$ cat src/rtl/i2cdsr_pkg.sv
package i2cdsr_pkg;

    localparam int BYTE_W       = 8;
    localparam int STATUS_DEPTH = 8;
    localparam int STATUS_IDX_W = $clog2(STATUS_DEPTH);
    localparam int CFG_IDX_W    = 2;

    localparam logic [BYTE_W-1:0] DISPLAY_ADDR = 8'h4F;
    localparam logic [BYTE_W-1:0] RANGE_MASK   = 8'hF0;
    localparam logic [BYTE_W-1:0] FAULT_RANGE  = 8'h80;
    localparam logic [BYTE_W-1:0] STATUS_RANGE = 8'h40;
    localparam logic [BYTE_W-1:0] IDLE_BYTE    = 8'hFF;

    localparam logic [BYTE_W-1:0] FAULT_FIRST_RST  = 8'd5;
    localparam logic [BYTE_W-1:0] FAULT_SECOND_RST = 8'd56;
    localparam logic [BYTE_W-1:0] DISPLAY_ID_RST   = 8'd215;

    localparam logic [CFG_IDX_W-1:0] CFG_FAULT_FIRST  = 2'd0;
    localparam logic [CFG_IDX_W-1:0] CFG_FAULT_SECOND = 2'd1;
    localparam logic [CFG_IDX_W-1:0] CFG_DISPLAY_ID   = 2'd2;

    typedef enum logic [1:0] {
        ACT_ADDRESS = 2'd0,
        ACT_DATA    = 2'd1,
        ACT_REARM   = 2'd2,
        ACT_NONE    = 2'd3
    } action_t;

    typedef struct packed {
        logic [BYTE_W-1:0] fault_addr_first;
        logic [BYTE_W-1:0] fault_addr_second;
        logic [BYTE_W-1:0] display_id_byte;
    } cfg_t;

    // Status file write request.
    typedef struct packed {
        logic                    en;
        logic [STATUS_IDX_W-1:0] idx;
        logic [BYTE_W-1:0]       data;
    } wr_t;

    // Result of one transaction, less the status value read back from the file.
    typedef struct packed {
        logic                    tx_valid;
        logic [BYTE_W-1:0]       tx_byte;
        logic                    reg_write_valid;
        logic [STATUS_IDX_W-1:0] reg_index;
        logic                    fault_reply_valid;
        logic [BYTE_W-1:0]       fault_reply;
    } result_t;

endpackage

$ cat src/rtl/i2cdsr_status_ram.sv
module i2cdsr_status_ram #(
    parameter int DEPTH = 8,
    parameter int WIDTH = 8,
    localparam int AW   = $clog2(DEPTH)
) (
    input  logic             clk,
    input  logic             we,
    input  logic [AW-1:0]    waddr,
    input  logic [WIDTH-1:0] wdata,
    input  logic             re,
    input  logic [AW-1:0]    raddr,
    output logic [WIDTH-1:0] rd_data
);

    logic [WIDTH-1:0] mem [DEPTH];
    logic [WIDTH-1:0] rd_data_reg;

    // Read-first: a read and a write to the same entry in one cycle return the old data.
    always_ff @(posedge clk)
    begin
        if (we)
        begin
            mem[waddr] <= wdata;
        end
        if (re)
        begin
            rd_data_reg <= mem[raddr];
        end
    end

    assign rd_data = rd_data_reg;

endmodule

$ cat src/rtl/i2cdsr_ctrl.sv
module i2cdsr_ctrl (
    input  logic                                     clk,
    input  logic                                     rst_n,
    input  logic                                     accept,
    input  logic [1:0]                               action,
    input  logic                                     is_read,
    input  logic [i2cdsr_pkg::BYTE_W-1:0]            bus_byte,
    input  i2cdsr_pkg::cfg_t                         cfg,
    output i2cdsr_pkg::result_t                      res,
    output i2cdsr_pkg::wr_t                          wr
);

    logic [i2cdsr_pkg::BYTE_W-1:0] saved_address_reg, saved_address_next;
    logic                          id_sent_reg, id_sent_next;
    logic                          fetch_pending_reg, fetch_pending_next;
    logic                          fetch_done_reg, fetch_done_next;
    logic                          byte_toggle_reg, byte_toggle_next;
    logic [i2cdsr_pkg::BYTE_W-1:0] last_written_reg, last_written_next;

    i2cdsr_pkg::action_t           act;
    logic [i2cdsr_pkg::BYTE_W-1:0] saved_range;

    assign act         = i2cdsr_pkg::action_t'(action);
    assign saved_range = saved_address_reg & i2cdsr_pkg::RANGE_MASK;

    always_comb
    begin
        saved_address_next = saved_address_reg;
        id_sent_next       = id_sent_reg;
        fetch_pending_next = fetch_pending_reg;
        fetch_done_next    = fetch_done_reg;
        byte_toggle_next   = byte_toggle_reg;
        last_written_next  = last_written_reg;
        res                = '0;
        wr                 = '0;

        unique case (act)
            i2cdsr_pkg::ACT_ADDRESS:
            begin
                saved_address_next = bus_byte;
                if (is_read)
                begin
                    res.tx_valid = 1'b1;
                    res.tx_byte  = i2cdsr_pkg::IDLE_BYTE;
                    if (bus_byte == i2cdsr_pkg::DISPLAY_ADDR)
                    begin
                        if (!id_sent_reg)
                        begin
                            res.tx_byte  = cfg.display_id_byte;
                            id_sent_next = 1'b1;
                        end
                        else
                        begin
                            res.tx_byte = last_written_reg;
                        end
                    end
                    else if (((bus_byte & i2cdsr_pkg::RANGE_MASK) == i2cdsr_pkg::FAULT_RANGE)
                             && !fetch_done_reg)
                    begin
                        fetch_pending_next = 1'b1;
                        res.tx_byte        = byte_toggle_reg ? cfg.fault_addr_second
                                                             : cfg.fault_addr_first;
                        byte_toggle_next   = !byte_toggle_reg;
                    end
                end
            end
            i2cdsr_pkg::ACT_DATA:
            begin
                if (!is_read)
                begin
                    if (saved_range == i2cdsr_pkg::STATUS_RANGE)
                    begin
                        wr.en               = 1'b1;
                        wr.idx              = saved_address_reg[i2cdsr_pkg::STATUS_IDX_W:1];
                        wr.data             = bus_byte;
                        res.reg_write_valid = 1'b1;
                        res.reg_index       = saved_address_reg[i2cdsr_pkg::STATUS_IDX_W:1];
                    end
                    else if ((saved_range == i2cdsr_pkg::FAULT_RANGE) && fetch_pending_reg)
                    begin
                        res.fault_reply_valid = 1'b1;
                        res.fault_reply       = bus_byte;
                        fetch_pending_next    = 1'b0;
                        fetch_done_next       = 1'b1;
                    end
                    last_written_next = bus_byte;
                end
            end
            i2cdsr_pkg::ACT_REARM:
            begin
                fetch_done_next = 1'b0;
            end
            default:
            begin
            end
        endcase
    end

    always_ff @(posedge clk or negedge rst_n)
    begin
        if (!rst_n)
        begin
            saved_address_reg <= '0;
            id_sent_reg       <= 1'b0;
            fetch_pending_reg <= 1'b0;
            fetch_done_reg    <= 1'b1;
            byte_toggle_reg   <= 1'b0;
            last_written_reg  <= '0;
        end
        else if (accept)
        begin
            saved_address_reg <= saved_address_next;
            id_sent_reg       <= id_sent_next;
            fetch_pending_reg <= fetch_pending_next;
            fetch_done_reg    <= fetch_done_next;
            byte_toggle_reg   <= byte_toggle_next;
            last_written_reg  <= last_written_next;
        end
    end

endmodule

$ cat src/rtl/i2c_display_slave_responder.sv
// Byte-level responder of an I2C slave that answers as a display unit.
// Input channel (in_valid / in_stall): one transaction per bus byte event,
// carrying action, is_read and bus_byte. Output channel (out_valid /
// out_stall): exactly one result transaction for every input transaction,
// in order, with the transmit byte, status write report and fault reply.
// Configuration: a write on cfg_we loads the register selected by cfg_index
// from cfg_data; writes are expected only while the block is idle.
// An accepted transaction passes through the first stage and the output
// register before out_valid rises; the block takes one transaction per cycle
// while the receiver does not stall the output. The output register serves the
// status file: the value reported in reg_value is read back from its synchronous
// memory as the transaction moves from the first stage to the output register.
// Reset returns all responder state to its reset values, loads the
// configuration defaults and empties both pipeline stages; the status
// file memory is not cleared. When the receiver stalls, the output register
// holds its result, and if the first stage is empty one further transaction
// is still accepted into it before in_stall rises.
module i2c_display_slave_responder (
    input  logic                                         clk,
    input  logic                                         rst_n,
    input  logic                                         in_valid,
    output logic                                         in_stall,
    input  logic [1:0]                                   action,
    input  logic                                         is_read,
    input  logic [i2cdsr_pkg::BYTE_W-1:0]                bus_byte,
    output logic                                         out_valid,
    input  logic                                         out_stall,
    output logic                                         tx_valid,
    output logic [i2cdsr_pkg::BYTE_W-1:0]                tx_byte,
    output logic                                         reg_write_valid,
    output logic [i2cdsr_pkg::STATUS_IDX_W-1:0]          reg_index,
    output logic [i2cdsr_pkg::BYTE_W-1:0]                reg_value,
    output logic                                         fault_reply_valid,
    output logic [i2cdsr_pkg::BYTE_W-1:0]                fault_reply,
    input  logic                                         cfg_we,
    input  logic [i2cdsr_pkg::CFG_IDX_W-1:0]             cfg_index,
    input  logic [i2cdsr_pkg::BYTE_W-1:0]                cfg_data
);

    i2cdsr_pkg::cfg_t    cfg_reg;
    i2cdsr_pkg::result_t dec_res;
    i2cdsr_pkg::wr_t     dec_wr;
    i2cdsr_pkg::result_t s1_res_reg;
    i2cdsr_pkg::result_t s2_res_reg;
    logic                s1_valid_reg, s1_valid_next;
    logic                s2_valid_reg;
    logic                accept;
    logic                advance;
    logic                ram_re;
    logic [i2cdsr_pkg::BYTE_W-1:0] ram_rd_data;

    // The output register moves when it is empty or its result is being taken.
    assign advance  = !s2_valid_reg || !out_stall;
    assign in_stall = s1_valid_reg && !advance;
    assign accept   = in_valid && !in_stall;

    // Configuration registers; an index beyond the list is ignored.
    always_ff @(posedge clk or negedge rst_n)
    begin
        if (!rst_n)
        begin
            cfg_reg.fault_addr_first  <= i2cdsr_pkg::FAULT_FIRST_RST;
            cfg_reg.fault_addr_second <= i2cdsr_pkg::FAULT_SECOND_RST;
            cfg_reg.display_id_byte   <= i2cdsr_pkg::DISPLAY_ID_RST;
        end
        else if (cfg_we)
        begin
            unique case (cfg_index)
                i2cdsr_pkg::CFG_FAULT_FIRST:  cfg_reg.fault_addr_first  <= cfg_data;
                i2cdsr_pkg::CFG_FAULT_SECOND: cfg_reg.fault_addr_second <= cfg_data;
                i2cdsr_pkg::CFG_DISPLAY_ID:   cfg_reg.display_id_byte   <= cfg_data;
                default:
                begin
                end
            endcase
        end
    end

    // Decision logic and the scalar responder state.
    i2cdsr_ctrl u_ctrl (
        .clk      (clk),
        .rst_n    (rst_n),
        .accept   (accept),
        .action   (action),
        .is_read  (is_read),
        .bus_byte (bus_byte),
        .cfg      (cfg_reg),
        .res      (dec_res),
        .wr       (dec_wr)
    );

    // The status file is written as the transaction is accepted and read back
    // while the transaction sits in the first stage. A later transaction writing
    // the same entry in that cycle does not disturb the read, as the memory
    // returns the old contents.
    assign ram_re = advance && s1_valid_reg && s1_res_reg.reg_write_valid;

    i2cdsr_status_ram #(
        .DEPTH (i2cdsr_pkg::STATUS_DEPTH),
        .WIDTH (i2cdsr_pkg::BYTE_W)
    ) u_status_ram (
        .clk     (clk),
        .we      (accept && dec_wr.en),
        .waddr   (dec_wr.idx),
        .wdata   (dec_wr.data),
        .re      (ram_re),
        .raddr   (s1_res_reg.reg_index),
        .rd_data (ram_rd_data)
    );

    assign s1_valid_next = accept || (s1_valid_reg && !advance);

    always_ff @(posedge clk or negedge rst_n)
    begin
        if (!rst_n)
        begin
            s1_valid_reg <= 1'b0;
            s2_valid_reg <= 1'b0;
        end
        else
        begin
            s1_valid_reg <= s1_valid_next;
            if (advance)
            begin
                s2_valid_reg <= s1_valid_reg;
            end
        end
    end

    always_ff @(posedge clk)
    begin
        if (accept)
        begin
            s1_res_reg <= dec_res;
        end
        if (advance)
        begin
            s2_res_reg <= s1_res_reg;
        end
    end

    assign out_valid         = s2_valid_reg;
    assign tx_valid          = s2_res_reg.tx_valid;
    assign tx_byte           = s2_res_reg.tx_byte;
    assign reg_write_valid   = s2_res_reg.reg_write_valid;
    assign reg_index         = s2_res_reg.reg_index;
    assign reg_value         = s2_res_reg.reg_write_valid ? ram_rd_data : '0;
    assign fault_reply_valid = s2_res_reg.fault_reply_valid;
    assign fault_reply       = s2_res_reg.fault_reply;

endmodule

$ cat config.mk
export PLATFORM = sky130hd
export DESIGN_NAME = i2c_display_slave_responder
export DESIGN_NICKNAME = d
export VERILOG_FILES = /design/src/rtl/i2cdsr_pkg.sv /design/src/rtl/i2cdsr_status_ram.sv /design/src/rtl/i2cdsr_ctrl.sv /design/src/rtl/i2c_display_slave_responder.sv
export SDC_FILE = /design/constraint.sdc
export NUM_CORES = 1
export LEC_CHECK = 0
export ABC_AREA = 1
export BUFFER_PORTS_ARGS = -buffer_cell sky130_fd_sc_hd__buf_2
export CAP_MARGIN = 30
export CORE_ASPECT_RATIO = 1.25
export CORE_UTILIZATION = 50
export CTS_CLUSTER_SIZE = 12
export DETAILED_ROUTE_END_ITERATION = 12
export PLACE_DENSITY = 0.74
export REMOVE_ABC_BUFFERS = 1
export SYNTH_ARGS = -nofsm -noshare
export SYNTH_HDL_FRONTEND = slang
export SYNTH_SLANG_ARGS = --single-unit
export TNS_END_PERCENT = 20
$ cat constraint.sdc
create_clock -name clk -period 3.7 [get_ports clk]
set_input_delay 0.37 -clock clk [delete_from_list [all_inputs] [get_ports clk]]
set_output_delay 0.37 -clock clk [all_outputs]
set_load 0.03 [all_outputs]
==> impl_metrics.yaml <==
timing:
  relSlewSlack_pct: 38.0
  finClkSkew_ns: 0.0116
  slew_violations: 0
  fin_crit_ns: 2.31
  timing.fmax_mhz: 434
  final.setup.tns_ns: 0
  tightestPinTransition_ns: 0.929
  setup_viol: 0
  rsz0062_at_grt: "no"
  fin_crit_sh_pct: 62.3
  hold_violations: 0
layout:
  drive_above_1_share_pct: 17.3
  nets: 668
  diodes: 0
  stdcell_count: 823
  largest_register_ffs: 64
  syn_to_final_growth_pct: 16.6
global_routing:
  grt_pass1_vias: 4224
  overflow: 0
  antenna_found_initial: 0
  grt_max_degree: 46
  grt_pass1_wl_um: 21200
  track_usage_pct: 21.2
die:
  ios: 58
  die-width_um: 104
  initial_core_util_pct: 51.0
  dieArea_um2: 13400
  die_h_um: 129
  core_um2: 12700
  row_count: 46
power:
  p_int_uw: 3300
  leakage_uw: 0.00326
  cellPowerDensity_nw_per_um2: 567
  vdd.ir_drop.worst_mv: 0.342
  clkPwrFrac_pct: 41.8
  seqPwrFrac_pct: 50.2
  p_comb_share_pct: 8.0
  power.switching_uw: 973
  p_sw_share_pct: 22.8
synth:
  yosys_most_used_dff: "edfxtp_1"
  yosys.cell_count.top_type: "edfxtp_1"
  synth-edff-count: 116
  syn_area_per_cell_um2: 11.2
  ys_ff_latch: 161
  async_reset_ff_share_pct: 28.0
  synth_area_leaders: "edfxtp_1 54%, dfrtp_1 13%, o21ai_0 7.9%"
  synthDistinctLibCells: 26
  netlist.area_leader.share_pct: 53.9
  syn_inst: 578
  synth-seq-area-share_pct: 71.6
  syn_area_um2: 6460
  synth.largest_area_cell: "edfxtp_1"
  synthTopCellsByCount: "116 x edfxtp_1, 104 x nand2_1, 102 x o21ai_0"
  ys.warnings.count: 0
worst_setup_path:
  r2r_setup_slack_ns: 1.39
  worstPathRequired_ns: 3.76
  cp-start-kind: "flop"
  crit_type: "reg -> reg"
  end_kind: "flop"
  cp_max_fo: 23
  critPathArrivalTime_ns: 2.36
clocking:
  cts_max_level: 4
  cts_tree: "yes"
  cts_buffers: 17
  cts.clk_slew.worst_paths_ns: 0.06
  clock-sinks: 161
  root_buffer: "clkbuf_16"
  clockBufferDepth: 2
  worstSkewPairLatency_ns: 0.43
place:
  dp_hpwl_um: 8990
  dp.cells: 788
  gp_congestion: 0.796
  port_buffers: 57
detailed_routing:
  drc: 0
  finalWirelength_um: 13100
  ant_nets: 0
  num_vias: 4316
  first_pass_iters: 5
  viasPerCell: 5.24
  first_iter_violations: 312
  wl_per_cell_um: 16.0
flow_run:
  cap_violations: 0
status:
  status: "finished clean"
hold_path:
  hp-class: "in -> reg"
cell usage in the layout, fill, tap and decap left out, drive strengths merged, types with 6 or more instances in the layout:
cell type  synthesis  final
dfrtp             33     33
buf                7     63
dfstp             12     12
nand2            105    105
edfxtp           116    116
o21ai            105    105
a211oi             8      8
nor2              93     93
nand3             13     13
clkbuf            12     20
clkinv             1      6
inv               62     62
cell families after synthesis:
kind of cell | share of synthesized area [%]
simple gates | 13.8
flops | 71.6
compound gates | 9.55
buf+inv | 5.02
worst paths after layout:
check	start	endpoint	cells after the start
max in group asynchronous	rst_n	u_ctrl.fetch_done_reg	3
min reg2reg	s1_res_reg[14]	tx_byte[1]	0
min	in_valid	s1_valid_reg	2
min in group asynchronous	rst_n	cfg_reg[10]	2
max reg2reg	s1_valid_reg	u_status_ram.mem[5][1]	6
max	s1_valid_reg	u_status_ram.mem[5][1]	6
through the flow:
step	instance area (um2)	power [uW]	setup slack [ns]	hold slack [ns]	util [%]
3_3_place_gp	6900	2500	1.28	0.406	54.5
6_report	7530	4270	1.39	0.182	59.5
4_1_cts	7500	4290	1.22	0.144	59.2
2_1_floorplan	6370	2380	1.16	0.0744	-
5_1_grt	7530	4420	1.23	0.177	59.5
3_5_place_dp	6900	2520	1.17	0.412	54.5
power by group through the flow:
stage / Combinational (uW) / Clock [uW] / Sequential, uW
2_1_floorplan: 182 / 0 / 2200
5_1_grt: 388 / 1870 / 2160
3_5_place_dp: 339 / 0 / 2180
4_1_cts: 343 / 1800 / 2140
6_report: 343 / 1780 / 2140
3_3_place_gp: 326 / 0 / 2170
repair_timing:
| action | in CTS | in global routing |
|---|---|---|
| resized for setup | 0 | 0 |
| setup buffers | 0 | 0 |
| hold buffers | 0 | 1 |
| hold endpoints to repair | 0 | 4 |
layer usage:
layer	vias to the layer above	track usage, %	wire length (um)
li1	2059	-	-
met1	2077	23.2	5050
met2	143	37.6	6960
met3	37	6.09	718
met4	0	11.7	404
met5	-	0	0
critical path, cell delays in order (launching register included):
cell and delay, ns:
dfrtp_1 0.39, nand3_1 0.13, nand2_1 0.18, inv_1 0.09, buf_4 0.30, nand3_1 0.23, nor2_1 0.60
area by class of cell:
type / instances / area, um2
clock inverter: 12 / 165
multi-input combinational: 335 / 1510
tap: 168 / 210
clock buffer: 20 / 437
sequential: 161 / 4620
inverter: 63 / 236
timing repair buffer: 64 / 350
fill: 1017 / 5130
Power figures use the tool's default switching activity.
